===== src/hw/rtl/ocsu_pkg.sv =====
// Package for the occupancy score cell update unit.
// Holds grid constants, field types, state entry layouts and register codes.
// No dependencies; every other file of the block but ocsu_ram imports it.
`timescale 1ns / 1ps

package ocsu_pkg;

	// Grid geometry and record width
	localparam int GRID_WIDTH  = 256;
	localparam int GRID_HEIGHT = 256;
	localparam int COUNT_BITS  = 16;

	localparam int CELLS     = GRID_WIDTH * GRID_HEIGHT;
	localparam int CELL_BITS = (CELLS > 1) ? $clog2(CELLS) : 1;

	// Configuration register indexes
	localparam int          CFG_INDEX_BITS     = 3;
	localparam int          CFG_DATA_BITS      = 16;
	localparam logic [2:0]  REG_HIT_WEIGHT     = 3'd0;
	localparam logic [2:0]  REG_MISS_WEIGHT    = 3'd1;
	localparam logic [2:0]  REG_MIN_SCORE      = 3'd2;
	localparam logic [2:0]  REG_MAX_SCORE      = 3'd3;
	localparam logic [2:0]  REG_FREE_SCORE     = 3'd4;
	localparam logic [2:0]  REG_OCCUPIED_SCORE = 3'd5;

	// Stream widths
	localparam int S_DATA_BITS = 56;
	localparam int M_DATA_BITS = 88;

	typedef enum logic [1:0] {
		CLASS_UNKNOWN  = 2'd0,
		CLASS_FREE     = 2'd1,
		CLASS_OCCUPIED = 2'd2
	} cell_class_t;

	// Register file contents
	typedef struct packed {
		logic        [14:0] hit_step;
		logic        [14:0] miss_step;
		logic signed [15:0] score_floor;
		logic signed [15:0] score_ceil;
		logic signed [15:0] free_level;
		logic signed [15:0] occ_level;
	} cfg_t;

	// Per-cell entry that the clearing pass resets
	typedef struct packed {
		logic signed [15:0] score;
		cell_class_t        cls;
		logic               active;
	} cell_state_t;

	// Per-cell occupancy record, only meaningful while active
	typedef struct packed {
		logic [COUNT_BITS-1:0] count;
		logic signed [15:0]    low_z;
		logic signed [15:0]    high_z;
		logic                  z_seen;
	} cell_rec_t;

	localparam int STATE_BITS = $bits(cell_state_t);
	localparam int REC_BITS   = $bits(cell_rec_t);

	// One result item
	typedef struct packed {
		logic               in_grid;
		cell_class_t        class_after;
		logic signed [15:0] score_old;
		logic signed [15:0] score_new;
		logic               newly_occupied;
		logic               has_record;
		logic        [15:0] hit_count;
		logic signed [15:0] min_z;
		logic signed [15:0] max_z;
		logic               z_known;
	} result_t;

	// Record count reported on the result, saturated to 16 bits
	function automatic logic [15:0] sat_count(input logic [COUNT_BITS-1:0] c);
		logic [COUNT_BITS+15:0] wide;
		wide = {16'b0, c};
		if (wide > (COUNT_BITS + 16)'(17'h0FFFF))
			return 16'hFFFF;
		return wide[15:0];
	endfunction

endpackage


===== src/hw/rtl/ocsu_cfg_regs.sv =====
// Configuration register file with consistency check of the thresholds.
// Depends on ocsu_pkg.
`timescale 1ns / 1ps

module ocsu_cfg_regs
	import ocsu_pkg::*;
(
	input  logic                      clk,
	input  logic                      arst_n,
	input  logic                      cfg_we,
	input  logic [CFG_INDEX_BITS-1:0] cfg_index,
	input  logic [CFG_DATA_BITS-1:0]  cfg_data,
	output cfg_t                      cfg,
	output logic                      consistent
);

	cfg_t cfg_q;

	// Register writes; an index past the list is dropped
	always_ff @(posedge clk or negedge arst_n) begin
		if (!arst_n) begin
			cfg_q.hit_step    <= 15'd4;
			cfg_q.miss_step   <= 15'd1;
			cfg_q.score_floor <= -16'sd20;
			cfg_q.score_ceil  <= 16'sd20;
			cfg_q.free_level  <= -16'sd5;
			cfg_q.occ_level   <= 16'sd5;
		end else if (cfg_we) begin
			unique case (cfg_index)
				REG_HIT_WEIGHT:     cfg_q.hit_step    <= cfg_data[14:0];
				REG_MISS_WEIGHT:    cfg_q.miss_step   <= cfg_data[14:0];
				REG_MIN_SCORE:      cfg_q.score_floor <= cfg_data;
				REG_MAX_SCORE:      cfg_q.score_ceil  <= cfg_data;
				REG_FREE_SCORE:     cfg_q.free_level  <= cfg_data;
				REG_OCCUPIED_SCORE: cfg_q.occ_level   <= cfg_data;
				default: ;
			endcase
		end
	end

	assign cfg = cfg_q;

	// Items are dropped unless weights and limits make sense together
	always_comb begin
		consistent = (cfg_q.hit_step != 15'd0) && (cfg_q.miss_step != 15'd0) &&
			($signed(cfg_q.score_floor) < $signed(cfg_q.score_ceil)) &&
			($signed(cfg_q.free_level) >= $signed(cfg_q.score_floor)) &&
			($signed(cfg_q.occ_level) <= $signed(cfg_q.score_ceil)) &&
			($signed(cfg_q.free_level) < $signed(cfg_q.occ_level));
	end

endmodule


===== config.mk =====
export PLATFORM = sky130hd
export DESIGN_NAME = ocsu_cfg_regs
export DESIGN_NICKNAME = d
export VERILOG_FILES = /design/src/hw/rtl/ocsu_pkg.sv /design/src/hw/rtl/ocsu_cfg_regs.sv
export SDC_FILE = /design/constraint.sdc
export NUM_CORES = 1
export LEC_CHECK = 0
export ABC_CLOCK_PERIOD_IN_PS = 2900
export BUFFER_PORTS_ARGS = -buffer_cell sky130_fd_sc_hd__buf_2
export CORE_MARGIN = 5
export CORE_UTILIZATION = 55
export CTS_BUF_LIST = sky130_fd_sc_hd__clkbuf_16
export DETAILED_ROUTE_END_ITERATION = 12
export PLACE_DENSITY_LB_ADDON = 0.3
export SLEW_MARGIN = 20
export SYNTH_ARGS = -nofsm -noshare
export SYNTH_HDL_FRONTEND = slang
export SYNTH_SLANG_ARGS = --single-unit

===== constraint.sdc =====
create_clock -name clk -period 2.9 [get_ports clk]
set_clock_uncertainty 0.1 [all_clocks]
set_input_delay 0.145 -clock clk [delete_from_list [all_inputs] [get_ports clk]]
set_output_delay 0.145 -clock clk [all_outputs]
set_load 0.02 [all_outputs]

# --- Yosys cells after proc, flatten, opt, wreduce, memory -nomap -nowiden ---
# Cells that the tools add are included.
# Widths: inputs -> output; s select.
word_totals:
  elab_cells: 29
  output_inout_bits: 95
  inputBits: 22
  register_bits: 94
classes:
  n_eq_ne: 5
  order_cmp: 4
  n_reduce_logical: 14
op_table:
  columns: ["operator", "n"]
  rows:
  - ["$lt 16x16->1", 2]
  - ["$reduce_bool 15->1", 2]
  - ["$ge 16x16->1", 1]
  - ["$le 16x16->1", 1]
  - ["$reduce_and 2->1", 6]
  - ["$eq 3x2->1 const B", 2]
  - ["$eq 3x3->1 const B", 2]
  - ["$logic_and 1x1->1", 5]
  - ["$eq 3x1->1 const B", 1]
  - ["$logic_not 3->1", 1]

# --- Depth between registers and ports, before layout ---
logic_depth:
  ltp_word: 6
  mapped_depth: 8
  mapped_depth_nobuf: 8

# --- Least setup slack after synthesis ---
# No wires, ideal clock.
synth_path:
  path_type: "reg2out"
  from: "reg cfg_q (netlist bit cfg[15])"
  to: "out consistent"
  path_buffers: 0
  t_required_ns: 2.655
  stages_incl_launch_ff: 9
  arrival_ns: 2.219
  setup_slack_ns: 0.436
  cell_sequence: "dfrtp_1 > inv_1 > ha_1 > nand4_1 > nor3_1 > o311ai_1 > o211ai_1 > mux2_4 > nor4b_4"
synth_between:
  elab_chain_len: 3
  word_cells_on_any_way: 4
  classes_between: "2 x order compare; 2 x reduce/logical"
synth_lines:
  columns: ["element", "line_no", "rtl"]
  rows:
  - ["start, declared", "ocsu_cfg_regs.sv:17", "cfg_t cfg_q;"]
  - ["$le 16x16->1", "ocsu_cfg_regs.sv:48", "($signed(cfg_q.occ_level) <= $signed(cfg_q.score_ceil)) &&"]
  - ["$logic_and 1x1->1", "ocsu_cfg_regs.sv:47", "($signed(cfg_q.free_level) >= $signed(cfg_q.score_floor)) &&"]
  - ["$logic_and 1x1->1 (*)", "ocsu_cfg_regs.sv:48", null]
  - ["end, declared", "ocsu_cfg_regs.sv:14", "output logic consistent"]
# Every way passes the cells marked *; elsewhere a longest branch is shown, timed or not.

# --- Worst setup path in the final report ---
layout_path:
  from: "reg cfg_q (netlist bit cfg[53])"
  to: "out consistent"
layout_between:
  elab_chain_len: 5
  word_cells_on_any_way: 6
  classes_between: "2 x order compare; 4 x reduce/logical"
layout_lines:
  columns: ["element", "line_no", "rtl"]
  rows:
  - ["$lt 16x16->1", "ocsu_cfg_regs.sv:46", "($signed(cfg_q.score_floor) < $signed(cfg_q.score_ceil)) &&"]
  - ["$logic_and 1x1->1", "ocsu_cfg_regs.sv:45", "consistent = (cfg_q.hit_step != 15'd0) && (cfg_q.miss_step != 15'd0) &&"]
  - ["$logic_and 1x1->1 (*)", "ocsu_cfg_regs.sv:46", null]
  - ["$logic_and 1x1->1 (*)", "ocsu_cfg_regs.sv:47", null]
  - ["$logic_and 1x1->1 (*)", "ocsu_cfg_regs.sv:48", null]
# Marked as above.

==> results.ini <==
[worst_setup_path]
worstPathRequired_ps = 2650
end_kind = output pin
crit_fanout = 3
path_cells = inv_2 > ha_4 > nand4_1 > or4_1 > nand4b_1 > mux2i_2 > nor4b_4 > buf_4
critPathMaxStageDelay_ps = 560
slowest_stage = dfstp_2
criticalPathCategory = reg -> out
cp-start-kind = flip-flop
arrival_ps = 2590

[die]
initial_utilization_pct = 56.5
die_area_um2 = 11500
num_rows = 35
ios = 117
coreArea_um2 = 9240
die_y_um = 107
die_w_um = 107

[placed_design]
place.gp.congestion = 0.891
placed_cells = 678
dp_hpwl_um = 10300
placement.io_buffers = 116
pre_cts_slack_ps = 320
place_area_um2 = 5970

[timing]
fin_ws_ps = 64.5
min_period_over_period_pct = 97.8
hold_viol = 0
setup_viol = 0
max_clock_freq_ghz = 0.353
slew_headroom_pct = 52.2
holdWs_ps = 4.88
tightest_slew_ps = 714
finalCriticalPeriod_ps = 2840
report.final.slew_viol_count = 0

[global_routing]
grt_max_degree = 54
overflow = 0
grtUsageTotal_pct = 24.9
grt_pass1_vias = 4206
grt_first_pass_wirelength_um = 22200
antenna_found_initial = 0

[route]
post-route-drc-count = 0
vias = 4116
drt_iter0_markers = 228
avgViaCountPerCell = 5.71
drt-wirelength-per-cell_um = 19.8
drt-total-wl_um = 14300
drt-pass1-iter-count = 5
drt.antenna.violating_nets = 0

[finish]
largest_reg_flops = 94
drive_gt1_share_pct = 51.5
syn_to_final_growth_pct = 30.5
stdcell_area_um2 = 6820
nets = 671
n_antenna_cell = 0
layout_common_cells = buf_2 (114), mux2_2 (64), dfrtp_1 (60)
layout_commonest_cell = buf_2
instances_no_fill = 721

[power]
p_sw_mw = 2.20
p_int_mw = 3.42
total_leakage_power_nw = 3.19
clockPowerShare_pct = 22.2
p_per_area_nw_per_um2 = 824
seqPwrFrac_pct = 35.2
pwr-share-comb_pct = 42.6
vdd_drop_max_mv = 0.574
power_switching_share_pct = 39.1

[yosys]
synth_warnings = 0
ys_dominant_reg_cell = dfrtp_1
synthesis.area_um2 = 5230
syn_avg_cell_area_um2 = 11.9
synth_fp_nets = 523
seq_area_frac_synth_pct = 45.8
synth_top_cell_by_area = dfrtp_1
async_flop_share_pct = 100
synth_edf_count = 0
synth_cell_types = 45
syn_inst = 439
synth_top_area_share_pct = 28.7
synth.top_cells.by_area = dfrtp_1 (29%), dfstp_2 (17%), ha_1 (15%), mux2_2 (14%), inv_1 (3.5%)
ys_seq_elements = 94

[cts]
cts_root_buf = clkbuf_16
clk_path_buf_depth = 2
cts_max_level = 3
cts_tree = done
cts_buffers = 9
insertion_delay_ps = 340
clock_sinks = 94
clkSlewWorstSetupHoldPaths_ps = 70

[outcome]
status = completed

[flow_run]
maxCapViolations = 0

[min_path]
hp-class = in -> reg

[power by group through the flow]
| stage | clock, mW | sequential [mW] | combinational, mW |
|---|---|---|---|
| final | 1.25 | 1.98 | 2.40 |
| after global routing | 1.34 | 2.02 | 2.61 |
| after CTS | 1.26 | 1.96 | 2.09 |
| after detailed placement | 0 | 1.98 | 2.06 |
| after global placement | 0 | 1.96 | 2.02 |
| after floorplan | 0 | 2.28 | 1.02 |
[logic make-up (layout without fill, tap and decap cells)]
logic type	after synthesis	after routing	share of synthesized area (%)
and+or+nand+nor	79	79	9.32
buffers and inverters	59	212	4.55
muxes	81	81	17.6
adders and majority gates	62	62	14.8
DFF	94	94	45.8
AOI/OAI and AO/OA	64	64	7.88
[critical path: cells and delay by family, from the launching register on]
family                     cells  cell delay (ps)
and+or+nand+nor                4             1060
DFF                            1              560
adders and majority gates      1              270
buffers and inverters          2              250
muxes                          1              100
[worst paths after layout]
check | start | cells past startpoint | slack [ps] | to
hold reg to reg | cfg[82] | 1 | 420 | cfg[82]
max in group asynchronous | arst_n | 3 | 1680 | cfg[22]
setup reg to reg | cfg[60] | 3 | 1850 | cfg[60]
setup / recovery | cfg[53] | 8 | 60 | consistent
hold / removal | cfg_data[5] | 3 | 5 | cfg[53]
min in group asynchronous | arst_n | 2 | 280 | cfg[33]
[timing repair]
item,CTS,global route
gates resized for setup,2,41
hold buffers,12,0
setup endpoints to repair,1,1
setup buffers,0,15
hold endpoints to repair,41,0
pin swaps,1,21
[per-layer routing]
layer,vias to the layer above,wire (um),GRT usage [%]
met5,-,0,0
met1,2061,6070,31.9
met4,0,307,6.85
met2,135,7130,42.2
li1,1893,-,-
met3,27,789,5.88
[synthesized netlist by cell type, types with 2 or more instances]
cell type  instances
nand2_1           28
nor2b_1            2
a21oi_2            2
buf_2              4
buf_4              3
inv_1             49
dfrtp_1           60
o211ai_1           4
a21o_1             4
a211oi_1           6
clkbuf_1           3
ha_1              62
nand2b_1           2
mux2_2            64
o21ai_1            4
nor4b_4            2
dfstp_2           34
nor4_1             7
nand3_1            3
mux2_4             2
nor2_1             8
nand4b_2           2
a21oi_1           17
nor3_1             5
nand4_1           12
o21ai_0           17
nand4b_1           2
mux2_1            14
[metrics by stage]
step / TNS, ps / power, mW / utilization (%)
after floorplan: 0 / 3.30 / -
after global placement: 0 / 3.97 / 64.6
after detailed placement: 0 / 4.03 / 64.6
after CTS: 0 / 5.31 / 69.5
after global routing: -35.0 / 5.97 / 73.8
final: 0 / 5.62 / 73.8
[cell type report]
class	instances	area, um^2
clock buffer	9	225
clock inverter	7	92.6
fill	653	2420
inverter	49	184
multi-input combinational	286	2890
sequential	94	2390
tap	129	161
timing repair buffer	147	873
Note: power is estimated with default switching activity, not from simulation.
