===== src/hw/rtl/ocsu_pkg.sv =====
// Package for the occupancy score cell update unit.
// Holds grid constants, field types, state entry layouts and register codes.
// No dependencies; every other file of the block but ocsu_ram imports it.
`timescale 1ns / 1ps

package ocsu_pkg;

	// Grid geometry and record width
	localparam int GRID_WIDTH  = 256;
	localparam int GRID_HEIGHT = 256;
	localparam int COUNT_BITS  = 16;

	localparam int CELLS     = GRID_WIDTH * GRID_HEIGHT;
	localparam int CELL_BITS = (CELLS > 1) ? $clog2(CELLS) : 1;

	// Configuration register indexes
	localparam int          CFG_INDEX_BITS     = 3;
	localparam int          CFG_DATA_BITS      = 16;
	localparam logic [2:0]  REG_HIT_WEIGHT     = 3'd0;
	localparam logic [2:0]  REG_MISS_WEIGHT    = 3'd1;
	localparam logic [2:0]  REG_MIN_SCORE      = 3'd2;
	localparam logic [2:0]  REG_MAX_SCORE      = 3'd3;
	localparam logic [2:0]  REG_FREE_SCORE     = 3'd4;
	localparam logic [2:0]  REG_OCCUPIED_SCORE = 3'd5;

	// Stream widths
	localparam int S_DATA_BITS = 56;
	localparam int M_DATA_BITS = 88;

	typedef enum logic [1:0] {
		CLASS_UNKNOWN  = 2'd0,
		CLASS_FREE     = 2'd1,
		CLASS_OCCUPIED = 2'd2
	} cell_class_t;

	// Register file contents
	typedef struct packed {
		logic        [14:0] hit_step;
		logic        [14:0] miss_step;
		logic signed [15:0] score_floor;
		logic signed [15:0] score_ceil;
		logic signed [15:0] free_level;
		logic signed [15:0] occ_level;
	} cfg_t;

	// Per-cell entry that the clearing pass resets
	typedef struct packed {
		logic signed [15:0] score;
		cell_class_t        cls;
		logic               active;
	} cell_state_t;

	// Per-cell occupancy record, only meaningful while active
	typedef struct packed {
		logic [COUNT_BITS-1:0] count;
		logic signed [15:0]    low_z;
		logic signed [15:0]    high_z;
		logic                  z_seen;
	} cell_rec_t;

	localparam int STATE_BITS = $bits(cell_state_t);
	localparam int REC_BITS   = $bits(cell_rec_t);

	// One result item
	typedef struct packed {
		logic               in_grid;
		cell_class_t        class_after;
		logic signed [15:0] score_old;
		logic signed [15:0] score_new;
		logic               newly_occupied;
		logic               has_record;
		logic        [15:0] hit_count;
		logic signed [15:0] min_z;
		logic signed [15:0] max_z;
		logic               z_known;
	} result_t;

	// Record count reported on the result, saturated to 16 bits
	function automatic logic [15:0] sat_count(input logic [COUNT_BITS-1:0] c);
		logic [COUNT_BITS+15:0] wide;
		wide = {16'b0, c};
		if (wide > (COUNT_BITS + 16)'(17'h0FFFF))
			return 16'hFFFF;
		return wide[15:0];
	endfunction

endpackage


===== src/hw/rtl/ocsu_cell_update.sv =====
// Modify step of the read-modify-write: score update, classification,
// record start or extension and the result fields. Depends on ocsu_pkg.
`timescale 1ns / 1ps

module ocsu_cell_update
	import ocsu_pkg::*;
(
	input  cfg_t               cfg,
	input  logic               kind,
	input  logic signed [15:0] endpoint_z,
	input  logic               endpoint_z_valid,
	input  cell_state_t        cur_state,
	input  cell_rec_t          cur_rec,
	output cell_state_t        nxt_state,
	output cell_rec_t          nxt_rec,
	output result_t            res
);

	localparam logic [COUNT_BITS-1:0] COUNT_MAX = '1;

	logic signed [17:0] before_w;
	logic signed [17:0] sum_w;
	logic signed [17:0] min_w;
	logic signed [17:0] max_w;
	logic signed [17:0] clamp_w;
	logic signed [15:0] after;
	cell_class_t        cls;
	logic               occ_before;
	logic               occ_after;
	logic               start_rec;
	logic               extend_rec;
	logic               active_after;

	// Score add or subtract and clamp
	always_comb begin
		before_w = {{2{cur_state.score[15]}}, cur_state.score};
		min_w    = {{2{cfg.score_floor[15]}}, cfg.score_floor};
		max_w    = {{2{cfg.score_ceil[15]}}, cfg.score_ceil};
		if (kind)
			sum_w = before_w + $signed({3'b000, cfg.hit_step});
		else
			sum_w = before_w - $signed({3'b000, cfg.miss_step});
		clamp_w = sum_w;
		if (sum_w < min_w)
			clamp_w = min_w;
		if (sum_w > max_w)
			clamp_w = max_w;
		after = clamp_w[15:0];
	end

	// Classification after the update
	always_comb begin
		priority if ($signed(after) >= $signed(cfg.occ_level))
			cls = CLASS_OCCUPIED;
		else if ($signed(after) <= $signed(cfg.free_level))
			cls = CLASS_FREE;
		else
			cls = CLASS_UNKNOWN;
	end

	// Record: cleared on leaving occupied, started or extended by a hit
	always_comb begin
		occ_before   = (cur_state.cls == CLASS_OCCUPIED);
		occ_after    = (cls == CLASS_OCCUPIED);
		start_rec    = kind && occ_after && (!occ_before || !cur_state.active);
		extend_rec   = kind && occ_after && occ_before && cur_state.active;
		active_after = occ_after && (cur_state.active || start_rec);

		nxt_rec = cur_rec;
		if (start_rec) begin
			nxt_rec.count  = COUNT_BITS'(1);
			nxt_rec.z_seen = endpoint_z_valid;
			nxt_rec.low_z  = endpoint_z_valid ? endpoint_z : 16'sd0;
			nxt_rec.high_z = endpoint_z_valid ? endpoint_z : 16'sd0;
		end else if (extend_rec) begin
			if (cur_rec.count != COUNT_MAX)
				nxt_rec.count = cur_rec.count + COUNT_BITS'(1);
			if (endpoint_z_valid) begin
				if (!cur_rec.z_seen) begin
					nxt_rec.low_z  = endpoint_z;
					nxt_rec.high_z = endpoint_z;
					nxt_rec.z_seen = 1'b1;
				end else begin
					if ($signed(endpoint_z) < $signed(cur_rec.low_z))
						nxt_rec.low_z = endpoint_z;
					if ($signed(endpoint_z) > $signed(cur_rec.high_z))
						nxt_rec.high_z = endpoint_z;
				end
			end
		end

		nxt_state.score  = after;
		nxt_state.cls    = cls;
		nxt_state.active = active_after;
	end

	// Result fields; record fields read as zero without a record
	always_comb begin
		res                = '0;
		res.in_grid        = 1'b1;
		res.class_after    = cls;
		res.score_old      = cur_state.score;
		res.score_new      = after;
		res.newly_occupied = kind && occ_after && !occ_before;
		if (active_after) begin
			res.has_record = 1'b1;
			res.hit_count  = sat_count(nxt_rec.count);
			if (nxt_rec.z_seen) begin
				res.min_z   = nxt_rec.low_z;
				res.max_z   = nxt_rec.high_z;
				res.z_known = 1'b1;
			end
		end
	end

endmodule


===== config.mk =====
export PLATFORM = sky130hd
export DESIGN_NAME = ocsu_cell_update
export DESIGN_NICKNAME = d
export VERILOG_FILES = /design/src/hw/rtl/ocsu_pkg.sv /design/src/hw/rtl/ocsu_cell_update.sv
export SDC_FILE = /design/constraint.sdc
export NUM_CORES = 1
export LEC_CHECK = 0
export BUFFER_PORTS_ARGS = -buffer_cell sky130_fd_sc_hd__buf_4
export CAP_MARGIN = 20
export CORE_AREA = 2 2 129 131
export DETAILED_ROUTE_END_ITERATION = 12
export DIE_AREA = 0 0 131 133
export PLACE_DENSITY = 0.78
export RECOVER_POWER = 100
export SLEW_MARGIN = 0
export SYNTH_ARGS = -nofsm -noshare
export SYNTH_HDL_FRONTEND = slang
export SYNTH_SLANG_ARGS = --single-unit
export TNS_END_PERCENT = 100

===== constraint.sdc =====
create_clock -name vclk -period 15.12
set_input_delay 3.024 -clock vclk [all_inputs]
set_output_delay 3.024 -clock vclk [all_outputs]
set_load 0.02 [all_outputs]

== Yosys cells after proc, flatten, opt, wreduce, memory -nomap -nowiden ==
Index checks and enable logic that the tools add are counted.

* Register bits after elaboration: 0
* Bits of input ports: 180
* Output and inout bits: 154
* Word-level logic and storage cells: 37

* Add/sub/neg operators: 3
* $lt $le $gt $ge: 6
* Equality and inequality tests: 3
* Mux-type cells: 15
* Reductions and logical operators: 10

{| class="wikitable"
|+ Operators with widths
! kind !! count
|-
| 49-bit 2-to-1 mux || 2
|-
| 16-bit 2-to-1 mux || 6
|-
| 33-bit 2-to-1 mux || 2
|-
| 50-bit 2-to-1 mux || 1
|-
| 32-bit 2-to-1 mux || 1
|-
| 18-bit by 16-bit greater-than comparator with 1-bit output || 1
|-
| 18-bit by 16-bit less-than comparator with 1-bit output || 1
|-
| 18-bit 2-to-1 mux || 1
|-
| 16-bit by 16-bit adder with 17-bit output || 1
|-
| 16-bit by 16-bit subtractor with 17-bit output || 1
|-
| 16-bit by 1-bit adder with 16-bit output, second input constant || 1
|-
| 16-bit >= comparator || 1
|-
| 16-bit greater-than comparator || 1
|-
| 16-bit less-or-equal comparator || 1
|-
| 16-bit less-than comparator || 1
|-
| 16-bit inequality test, second input constant || 1
|-
| 1-bit logical AND || 6
|-
| 2-bit equality test, second input constant || 2
|-
| 1-bit logical NOT || 2
|-
| 1-bit logical OR || 2
|-
| 2-bit 2-to-1 mux || 1
|-
| 1-bit 2-to-1 mux || 1
|}

== Longest topological paths before layout ==
* Word-level depth: 16
* Depth in mapped cells: 35
* Mapped depth without buffers: 31

== Least setup slack after synthesis ==
OpenSTA, ideal clock, no wires.

* Kind: input-to-output
* Start: input port cfg[67] in the netlist's numbering
* End: output port res[33] in the netlist's numbering
* Arrival: 10410 ps
* Data required time: 12096 ps
* Setup slack: 1686 ps
* Stages: 32
* Buffers on the path: 3
* Cell sequence: or3_1 or3_1 or3_1 nor3_1 xor2_1 o21ai_0 ha_1 or3_1 a211oi_1 nor4_1 a211oi_1 xor2_1 inv_1 ha_1 nand4_1 or3_1 o31ai_1 o21ai_0 o31ai_1 clkbuf_1 buf_2 nor2_1 a21oi_1 ha_1 a21oi_1 nand2_1 o31ai_1 nand2_1 o211ai_1 clkbuf_1 o21ai_0 a21boi_0

{| class="wikitable"
|+ RTL lines
! item !! line !! RTL
|-
| from (decl) || ocsu_cell_update.sv:8 || <nowiki>input cfg_t cfg,</nowiki>
|-
| to (decl) || ocsu_cell_update.sv:16 || <nowiki>output result_t res</nowiki>
|}

==> flow_summary.ini <==
[routing]
viasPerCell = 5.44
postRouteAntennaNets = 0
dr.pass1.iters = 5
wl_per_cell_um = 16.1
drc = 0
drt_iter0_markers = 356
vias = 7577
totalWireLength_mm = 22.4

[status]
status = finished, final reports clean

[min_path]
min_path_type = in2out

[cells_and_area]
seqCellArea_um2 = 0
multi_input_area_um2 = 4990
nFillCells = 1669
drive_gt1_share_pct = 29.8
seq_cell_count = 0
clock_buffers = 0
antenna_cells = 0
stdcell_count = 1393
area_growth_pct = 40.5
nNetsFinal = 1472

[placement]
dp_hpwl_mm = 19.6
gp_congestion = 0.970
placedCellCount = 1393
io_buffers = 333

[grt]
grt_max_degree = 35
antenna_found_initial = 0
grt_pass1_vias = 7073
grt_util_all_layers_pct = 23.6
grt_overflow = 0
grt_pass1_wl_mm = 33.6

[synth]
synthCells = 900
synth_most_common_cell = inv_1
synth_top_area_share_pct = 25.0
syn_nets = 1197
ys_top_cells_by_area = ha_1, inv_1, a21oi_1, nand2_1, nand3_1
yosysTopAreaCell = ha_1
ys_warn_count = 0
syn-cell-area_um2 = 5820
synth_area_per_cell_um2 = 6.46
ys_seq_area_share_pct = 0
synth_common_cells = inv_1, ha_1, nand2_1
yosysUniqueCellTypes = 64

[timing]
worstMarginPinSlew_ns = 1.15
relSlewSlack_pct = 22.8
fmax_mhz = 68.7
rsz0062_at_grt = no
finalSetupViolCount = 0
min_period_over_period_pct = 96.3
hold_viol_final = 0
final_max_slew_viol_count = 0
finalSetupTns_ns = 0
period_minus_slack_ns = 14.57

[floorplan]
io_pins = 334
die_y_um = 133
die_area_um2 = 17400
coreArea_um2 = 16200
die_w_um = 131
initial_core_util_pct = 36.0
row_count = 47

[worst_setup_path]
required_ns = 12.10
max_stage_delay_ns = 0.51
arrival_ns = 11.54
crit_type = in2out
critical_path.max_fanout = 33
critPathSlowestCell = o221ai_1
startpoint_type = primary input
end_kind = primary output

[power]
ir_worst_vdd_mv = 0.0565
powerDensity_nw_per_um2 = 127
leakagePower_uw = 0.00433

[clock_network]
hold_buffers = 0

[run]
maxCapViolCount = 0
[metrics by stage]
step                      hold WS, ns  util (%)  setup WS (ns)  cell area (um^2)  power, uW
final                            6.32      50.6          0.555              8180       1040
after global placement           6.26      50.9          0.620              8230       1030
after floorplan                  6.16         -           1.69              5820        684
after detailed placement         6.26      51.0          0.478              8240       1040
after global routing             6.33      50.6        0.00119              8180       1120
after CTS                        6.26      51.0          0.464              8240       1040
[power by group]
| part | leakage [uW] | switching (uW) | internal, uW | total (uW) |
|---|---|---|---|---|
| Clock | 0 | 0 | 0 | 0 |
| Combinational | 0.00433 | 640 | 398 | 1040 |
| Sequential | 0 | 0 | 0 | 0 |
[layout by cell type, fill, tap and decap left out, types with 6 or more instances in the layout]
| master | Yosys | final |
|---|---|---|
| or3_1 | 12 | 12 |
| o21ai_1 | 33 | 33 |
| nand3_1 | 61 | 61 |
| nor3_1 | 18 | 18 |
| nor2_1 | 39 | 39 |
| or4_1 | 9 | 9 |
| o21a_1 | 9 | 9 |
| ha_1 | 116 | 116 |
| nand4_1 | 15 | 15 |
| nor4_1 | 8 | 8 |
| xnor2_1 | 15 | 15 |
| clkbuf_1 | 14 | 27 |
| inv_1 | 120 | 120 |
| nor2b_1 | 9 | 9 |
| xor2_1 | 10 | 10 |
| a21oi_1 | 88 | 88 |
| a31oi_1 | 7 | 7 |
| a21o_1 | 14 | 14 |
| o211ai_1 | 11 | 11 |
| buf_4 | 37 | 312 |
| mux2i_1 | 6 | 6 |
| o21ai_0 | 38 | 38 |
| o31ai_1 | 12 | 11 |
| nand2_1 | 91 | 91 |
[cell type report]
cell class	instances	area share [%]
repair buffers	340	30.0
multi-input cells	712	61.0
inverters	121	5.56
well taps	220	3.37
[critical path: cells and delay by family]
| family | cells | cell delay, ns |
|---|---|---|
| adders and majority gates | 3 | 0.93 |
| AOI/OAI and AO/OA | 12 | 3.10 |
| buffers and inverters | 6 | 1.44 |
| and+or+nand+nor | 10 | 2.61 |
| xor gates and xnor gates | 2 | 0.43 |
[what timing repair did]
item | CTS | global route
setup buffers | 0 | 0
gates resized for setup | 0 | 6
setup endpoints to repair | 0 | 55
[cells by family (layout without fill, tap and decap cells)]
| kind of cell | after synthesis | in the layout | synth area share, % |
|---|---|---|---|
| buffers and inverters | 188 | 461 | 15.2 |
| AOI/OAI and AO/OA | 265 | 265 | 28.6 |
| muxes | 10 | 10 | 1.81 |
| xor gates and xnor gates | 25 | 25 | 3.76 |
| and+or+nand+nor | 294 | 294 | 25.3 |
| other | 1 | 1 | 0.0645 |
| adders and majority gates | 117 | 117 | 25.3 |
[worst paths after layout]
kind                     startpoint      end  slack (ns)  depth (start not counted)
worst max-delay path        cfg[67]   res[7]        0.55                         33
worst min-delay path  cur_state[17]  res[81]        6.32                          2
[layer usage]
metal	share of wire (%)	up-vias	wire [um]	track usage, %
met1	37	3487	8350	25.1
met3	7.3	46	1630	3.76
met4	3.0	0	661	6.44
met5	0	-	0	0
met2	52	299	11700	46.7
li1	-	3745	-	-
(Power assumes the default switching activity.)
