$ cat config.mk
export PLATFORM = sky130hd
export DESIGN_NAME = ocsu_ram
export DESIGN_NICKNAME = d
export VERILOG_FILES = /design/src/hw/rtl/ocsu_ram.sv
export SDC_FILE = /design/constraint.sdc
export NUM_CORES = 1
export LEC_CHECK = 0
export BUFFER_PORTS_ARGS = -buffer_cell sky130_fd_sc_hd__buf_2
export CORE_MARGIN = 2
export CORE_UTILIZATION = 45
export DETAILED_ROUTE_END_ITERATION = 8
export SLEW_MARGIN = 40
export SYNTH_ARGS = -nofsm -noshare
export SYNTH_HDL_FRONTEND = slang
export SYNTH_SLANG_ARGS = --single-unit
$ cat constraint.sdc
create_clock -name clk -period 1.9 [get_ports clk]
set_input_delay 0.38 -clock clk [delete_from_list [all_inputs] [get_ports clk]]
set_output_delay 0.38 -clock clk [all_outputs]
set_load 0.01 [all_outputs]
$ cat src/hw/rtl/ocsu_ram.sv
// Generic simple dual-port RAM: one write port, one read port, registered read.
// Read during write to the same address returns the old contents. No dependencies.
`timescale 1ns / 1ps

module ocsu_ram #(
	parameter int WIDTH = 8,
	parameter int DEPTH = 16
) (
	input  logic                                      clk,
	input  logic                                      we,
	input  logic [((DEPTH > 1) ? $clog2(DEPTH) : 1)-1:0] waddr,
	input  logic [WIDTH-1:0]                          wdata,
	input  logic                                      re,
	input  logic [((DEPTH > 1) ? $clog2(DEPTH) : 1)-1:0] raddr,
	output logic [WIDTH-1:0]                          rdata
);

	logic [WIDTH-1:0] mem [DEPTH];
	logic [WIDTH-1:0] rdata_q;

	always_ff @(posedge clk) begin
		if (we)
			mem[waddr] <= wdata;
		if (re)
			rdata_q <= mem[raddr];
	end

	assign rdata = rdata_q;

endmodule

* Yosys cells after proc, flatten, opt, wreduce, memory -nomap -nowiden
Memory sizes are Yosys's and may differ from the RTL's. A register that Yosys moved wholly into a read port is not among the register bits.
Cells that the tools add are included.
** Operators by class
- Mux-type cells :: 2
** Operators by type and width (number)
- 1-bit 2-to-1 mux :: 2
** Word-level totals
- Memory bits (writable) :: 128
- Output and inout port bits :: 8
- Bits in registers :: 0
- Memories :: 1
** Memory list
- mem :: words 16, width 8, rd ports 1, clocked after memory_dff 1, write ports 1, line 18 : logic [WIDTH-1:0] mem [DEPTH];

* Logic depth before layout (Yosys ltp)
Gate-level depths: netlist (run 1).
- Depth after elaboration :: 2
- Mapped depth :: 5

* Worst setup path after synthesis (run 1)
OpenSTA, ideal clock, no wires.
- Path kind :: input to register
- Start point :: input port waddr[2] (netlist bit)
- End point :: memory mem[0][0] (enable)
- Stages :: 2
- Path slack :: 0.027 ns
- Arrival :: 1.490 ns
- Data required time :: 1.517 ns
- Setup time :: 0.383 ns
- Buffers on the path :: 0
- Cell sequence :: or3b_2 nor3_1
** RTL lines
- start, declared :: line 11 : input logic [((DEPTH > 1) ? $clog2(DEPTH) : 1)-1:0] waddr,
- end, declared :: line 18
Straight into the memory's write port.

==> results of run 1 <==
placed cells by master, fill, tap and decap left out:
master | netlist | layout
clkbuf_16 | 0 | 17
nor2b_1 | 1 | 1
buf_12 | 0 | 4
mux4_2 | 18 | 18
and2_1 | 1 | 1
edfxtp_1 | 136 | 136
mux4_1 | 14 | 14
clkinv_4 | 0 | 2
buf_4 | 1 | 22
clkinv_2 | 0 | 5
clkinv_1 | 0 | 2
nor2_1 | 13 | 13
bufinv_16 | 0 | 1
a22oi_1 | 16 | 16
nand3_1 | 1 | 1
and2b_1 | 1 | 1
nand2_1 | 9 | 9
buf_2 | 3 | 26
nor3_1 | 4 | 4
nand3b_1 | 2 | 2
nand2b_1 | 2 | 2
or3b_2 | 1 | 1
clkbuf_1 | 0 | 1
clkinvlp_4 | 0 | 4
worst max path at each step:
stage / from / end / slack, ps / cells after the start
6_report: raddr[0] / rdata[4] / 420 / 6
5_1_grt: mem[5][2] / rdata[2] / 360 / 3
4_1_cts: mem[2][0] / rdata[0] / 410 / 3
3_5_place_dp: raddr[0] / rdata[0] / -10 / 5
3_3_place_gp: raddr[0] / rdata[0] / -30 / 5
2_1_floorplan: waddr[2] / mem[0][0] / 30 / 2
kinds of logic after synthesis:
| family | count (synthesis) |
|---|---|
| multiplexers | 32 |
| AO/OA/AOI/OAI | 16 |
| buffers and inverters | 10 |
| AND/OR/NAND/NOR | 35 |
| flip-flops | 136 |
synth_stat cells, types with 2 or more instances:
master and n:
mux4_1 14, nor3_1 4, a22oi_1 16, edfxtp_1 136, nand2b_1 2, nand2_1 9, nand3b_1 2, nor2_1 13
buf_2 3, mux4_2 18, clkdlybuf4s25_2 3, buf_6 3
worst max-delay path: cells and delay by family:
family	cells	cell delay, ps
buf+inv	3	460
compound gates	1	180
simple gates	1	80
mux	1	520
registers in the layout, indices dropped and copies added (netlist names):
register  cells
mem         128
rdata         8
power by group:
part	switching (mW)	internal [mW]
clock network	1.17	1.77
registers	0.0148	3.38
logic	0.191	0.147
total	1.38	5.30
layout make-up:
class / instances / area (um^2)
clock buffers: 18 / 429
clock inverters: 14 / 110
fillers: 852 / 5130
multi-input cells: 83 / 1060
flip-flops and latches: 136 / 4080
well taps: 143 / 179
repair buffers: 52 / 375
through the flow:
step	power (mW)	TNS [ps]	area [um^2]	worst slack, ps	hold slack [ps]
final	6.68	0	6230	423	326
after global routing	6.90	0	6230	356	322
after CTS	6.73	0	6230	408	324
after detailed placement	3.80	-13.9	5700	-12.9	730
after global placement	3.79	-30.4	5700	-26.0	731
after floorplan	3.63	0	5230	27.1	479
layer usage:
| layer | routed length [um] | share of wire | vias up | track usage |
|---|---|---|---|---|
| li1 | - | - | 1100 | - |
| met1 | 4560 | 0.43 | 1278 | 0.266 |
| met2 | 5140 | 0.48 | 106 | 0.268 |
| met3 | 813 | 0.076 | 10 | 0.0495 |
| met4 | 127 | 0.012 | 0 | 0.0749 |
| met5 | 0 | 0 | - | 0 |
==> impl_summary.txt, run 1 <==
----------------------------------------------------
[Floorplanning]
  Die area ... 0.0125 mm^2
  Area of the core ... 0.0114 mm^2
  Starting Density ... 0.460
  Die Y-Extent ... 112 um
  Top-level I/O count ... 27
  Die Wd ... 112 um
  Count of standard-cell rows ... 39

[Clock network]
  Setup repair bufs after CTS ... 0
  H-tree Lvls ... 4
  CTS Sinks ... 136
  Clk pin slew, worst setup/hold paths ... 60 ps
  TritonCTS Buffers ... 17
  Post-CTS sizing ... 0
  Post-CTS Hold Fix Bufs ... 0
  Worst-case clock buffer depth ... 2
  Clock latency at the later pin of the worst-skew pair ... 420 ps
  Clock tree from TritonCTS ... done
  Cell at the root of the clock tree ... clkbuf_16

[Yosys]
  Post-synth design cell area ... 0.00523 mm^2
  Synthesized-area fraction occupied by adder cells ... 0
  Net count after synthesis ... 248
  Fraction of synthesized cell area taken by the top area cell type ... 0.781
  Combinational family with the most area after synthesis ... multiplexers
  Share of synthesized area occupied by flip-flops and latches ... 0.781
  Synth Instances ... 229
  Post-Synth XOR/XNOR Area ... 0
  Post-synth EDFFs ... 136
  Complex-gate fraction of the synthesized area ... 0.0230
  Post-synthesis simple-gate area fraction ... 0.0314
  Leading post-synthesis cells by cell area ... edfxtp_1 (78%), mux4_2 (7.8%), mux4_1 (7.0%)
  Async set-reset flop share out of synthesis ... 0
  Synth Area per Inst ... 22.8 um^2
  Proportion of synthesized area in mux cells ... 0.148
  Yosys warning count ... 0
  Top FF cell, synth ... edfxtp_1
  Netlist cell types ... 18
  Flip-flop and latch count after synthesis ... 136
  Cell type contributing the most total cell area after synthesis ... edfxtp_1

[Route]
  Routed wire per std cell ... 23.8 um
  Number of iterations in the first detailed-routing pass ... 4
  Detail-routed via count per cell ... 5.59
  Via total after detailed routing ... 2494
  Antenna violation net count after detailed routing ... 0
  Final routed wirelength across all metal layers ... 10600 um
  Iter 0 DRT Violations ... 184
  DRC errors left ... 0

[Placement]
  Buffers added on ports ... 26
  Hpwl dp ... 6520 um
  Last weighted congestion value of the routability-driven placer ... 0.733
  Placed Instances ... 414

[Timing]
  Count of final max-slew check failures ... 0
  Number of hold violations in the final report ... 0
  Worst Tran Pin Value ... 440 ps
  Final min period ... 1480 ps
  Setup repair after global routing missed its margin ... false
  Setup skew after layout ... 16.5 ps
  Relative slew slack ... 0.707
  Achievable frequency ... 0.677 GHz
  Fraction of the cycle the final worst path needs ... 0.777
  Count of endpoints failing setup in the final report ... 0

[Power and ir drop]
  Worst IR drop on VDD ... 0.586 mV
  Ratio of total power to cell area ... 1070 mW/mm^2
  Leak Pwr ... 2.12 nW

[Worst setup path]
  Depth of the worst register-to-register path ... 3
  CP max stage cell ... mux4_2
  Slowest cell delay on critical path ... 520 ps
  Cell chain of the critical path ... buf_2 -> buf_12 -> buf_4 -> mux4_2 -> a22oi_1 -> nand2_1
  Required time at the worst-slack endpoint ... 2050 ps
  Critical setup path kind ... in -> reg
  R2R Setup Slk ... 430 ps
  Capturing element type of the critical path ... flip-flop
  Data arrival at the endpoint of the critical path ... 1630 ps
  Endpoint of the worst-slack reg-to-reg timing path ... rdata[2]
  Startpoint kind of the worst setup timing path ... input pin
  Maximum fanout count along the critical path ... 13
  FF-to-FF Start ... mem[5][2]

[GRT]
  Number of antenna violations at the first check in global routing ... 0
  First-pass GRT wire length ... 16000 um
  Via count of the first global-routing pass ... 2501
  Sum of overflow across all layers after global routing ... 0
  Largest net degree at the start of global routing ... 17
  Total global routing track utilization ... 0.183

[Min path]
  End of the worst hold path ... mem[2][3]
  Worst hold path startpoint ... wdata[3]
  Hold path depth ... 1
  Type of the most critical hold path ... in -> reg

[Cells and area]
  Fin cells ... 446
  End-of-flow core utilization ... 0.548
  Diodes inserted ... 0
  Share of post-route cells with drive strength above 1 ... 0.330
  Area growth from synthesis to layout ... 19.3%
  Nets@finish ... 309

[Job]
  Number of max-cap violations ... 0

[Outcome]
  Outcome ... completed

----------------------------------------------------
Note: power is estimated with default switching activity, not from simulation.
==> run 2: changes to the inputs <==
clock period = 1.3 ns   (was 1.9 ns; I/O delays follow)
==> run 2 against run 1 <==
Hold slack worse by 130 ps. The flow now finishes with violations (setup timing). Final cell count is 2.2% higher. Total power is 59% higher. Core utilization rose by 2.1 points. Global-route usage decreased by 1.1 points.
==> impl_summary.txt, run 2 (same netlist as run 1, synthesis figures left out) <==
----------------------------------------------------
[Worst setup path]
  Critical path's top delay family ... multiplexers
  Critical setup path kind ... reg -> reg
  Data arrival at the endpoint of the critical path ... 1610 ps
  FF-to-FF Start ... mem[3][1]
  CP max stage cell ... mux4_2
  Slowest cell delay on critical path ... 480 ps
  Capturing element type of the critical path ... flip-flop
  Cell chain of the critical path ... mux4_2 -> a22oi_1 -> nand2_1
  Required time at the worst-slack endpoint ... 1450 ps
  Critical path buffer and inverter count ... 0
  R2R Setup Slk ... -160 ps
  Maximum fanout count along the critical path ... 1
  Endpoint of the worst-slack reg-to-reg timing path ... rdata[1]
  Depth of the worst register-to-register path ... 3
  Number of stages on the worst setup path ... 3
  Startpoint kind of the worst setup timing path ... flip-flop

[Floorplanning]
  Count of standard-cell rows ... 39
  Area of the core ... 0.0114 mm^2
  Die Wd ... 112 um
  Starting Density ... 0.460
  Die Y-Extent ... 112 um
  Top-level I/O count ... 27
  Die area ... 0.0125 mm^2

[Placement]
  Placed Instances ... 425
  Buffers added on ports ... 26
  Hpwl dp ... 6550 um
  Setup slack at placement ... -534 ps
  Last weighted congestion value of the routability-driven placer ... 0.731

[Min path]
  Hold path depth ... 1
  Worst hold path startpoint ... re
  Type of the most critical hold path ... in -> reg
  End of the worst hold path ... rdata[3]

[Route]
  DRC errors left ... 0
  Iter 0 DRT Violations ... 162
  Final routed wirelength across all metal layers ... 9770 um
  Via total after detailed routing ... 2467
  Antenna violation net count after detailed routing ... 0
  Number of iterations in the first detailed-routing pass ... 4
  Detail-routed via count per cell ... 5.41
  Routed wire per std cell ... 21.4 um

[Timing]
  Setup skew after layout ... 6.04 ps
  Final min period ... 1460 ps
  Worst Tran Pin Value ... 785 ps
  Count of final max-slew check failures ... 0
  Count of endpoints failing setup in the final report ... 8
  Fraction of the cycle the final worst path needs ... 1.12
  Relative slew slack ... 0.476
  Post-route setup slack ... -156 ps
  Achievable frequency ... 0.687 GHz
  Number of hold violations in the final report ... 0
  Aggregate negative setup slack ... -909 ps
  Setup repair after global routing missed its margin ... true

[GRT]
  Via count of the first global-routing pass ... 2653
  Largest net degree at the start of global routing ... 21
  Total global routing track utilization ... 0.172
  Number of antenna violations at the first check in global routing ... 0
  First-pass GRT wire length ... 15300 um
  Sum of overflow across all layers after global routing ... 0

[Cells and area]
  Commonest cells after routing, fill and taps aside ... edfxtp_1 (136), mux4_2 (32), buf_4 (29), buf_2 (26), clkbuf_16 (17)
  Number of flip-flops in the largest register ... 128
  Largest reg by FF count ... mem
  Fin cells ... 456
  Share of post-route cells with drive strength above 1 ... 0.444
  Diodes inserted ... 0
  Nets@finish ... 320
  End-of-flow core utilization ... 0.569
  Area growth from synthesis to layout ... 23.9%
  Most common library cell in the layout ignoring fill and taps ... edfxtp_1

[Outcome]
  Outcome ... complete, but fails checks
  Violations in the final reports ... setup timing

[Clock network]
  H-tree Lvls ... 4
  CTS Sinks ... 136
  Cell at the root of the clock tree ... clkbuf_16
  Clock tree from TritonCTS ... done
  Clk pin slew, worst setup/hold paths ... 60 ps
  Setup repair bufs after CTS ... 0
  TritonCTS Buffers ... 17
  Post-CTS Hold Fix Bufs ... 0
  Clock latency at the later pin of the worst-skew pair ... 410 ps
  Worst-case clock buffer depth ... 2

[Power and ir drop]
  Worst IR drop on VDD ... 0.965 mV
  Leak Pwr ... 2.18 nW
  Ratio of total power to cell area ... 1640 mW/mm^2

[Job]
  Number of max-cap violations ... 0

----------------------------------------------------
[run 2: cell count changes in the layout (fill, tap and decap cells not counted), moves of 5 or more]
cell	previous run	this run
mux4_2	18	32
mux4_1	14	0
a22oi_1	16	9
a22oi_2	0	7
buf_4	22	29
clkinv_2	5	0
[run 2: layout make-up]
cell class / count / area, um^2
Sequential cell: 136 / 4080
Multi-Input combinational cell: 83 / 1080
Fill cell: 849 / 4890
Clock buffer: 19 / 433
Clock inverter: 12 / 199
Tap cell: 143 / 179
Timing Repair Buffer: 63 / 499
[run 2: repair_timing]
item / CTS / global route
gates resized for setup: 5 / 5
pin swaps: 3 / 0
endpoints found under the setup margin: 8 / 8
cloned: 0 / 0
[run 2: metal layers]
metal,GRT usage,vias up,share of wire
li1,-,1107,-
met1,0.234,1278,0.45
met2,0.269,67,0.49
met3,0.0386,15,0.035
met4,0.0807,0,0.021
met5,0,-,0
[run 2: report_power, final]
part | switching (mW) | internal (mW) | leakage [nW] | total, mW
clock network | 1.70 | 3.39 | 0.299 | 5.08
registers | 0.0236 | 4.94 | 1.24 | 4.97
logic | 0.289 | 0.253 | 0.648 | 0.542
[run 2: worst reg2reg max path: cells and delay by family, from the launching register on]
| kind | cells | cell delay [ps] |
|---|---|---|
| muxes | 1 | 480 |
| DFF | 1 | 360 |
| and+or+nand+nor | 1 | 120 |
| AOI/OAI and AO/OA | 1 | 240 |
[run 2: metrics by stage]
stage	hold WS, ps	total power [mW]	cell area (um^2)
floorplan	359	5.34	5250
global placement	619	5.57	5800
detailed placement	624	5.59	5800
CTS	188	10.7	6450
global route	194	10.9	6470
finish	199	10.6	6470
[run 2: how the worst max path moves through the flow]
stage,end,slack [ps],from
floorplan,rdata[1],-160,raddr[0]
global placement,rdata[2],-510,raddr[0]
detailed placement,rdata[2],-530,raddr[0]
CTS,rdata[4],-160,mem[0][4]
global route,rdata[4],-210,mem[3][4]
finish,rdata[1],-160,mem[3][1]
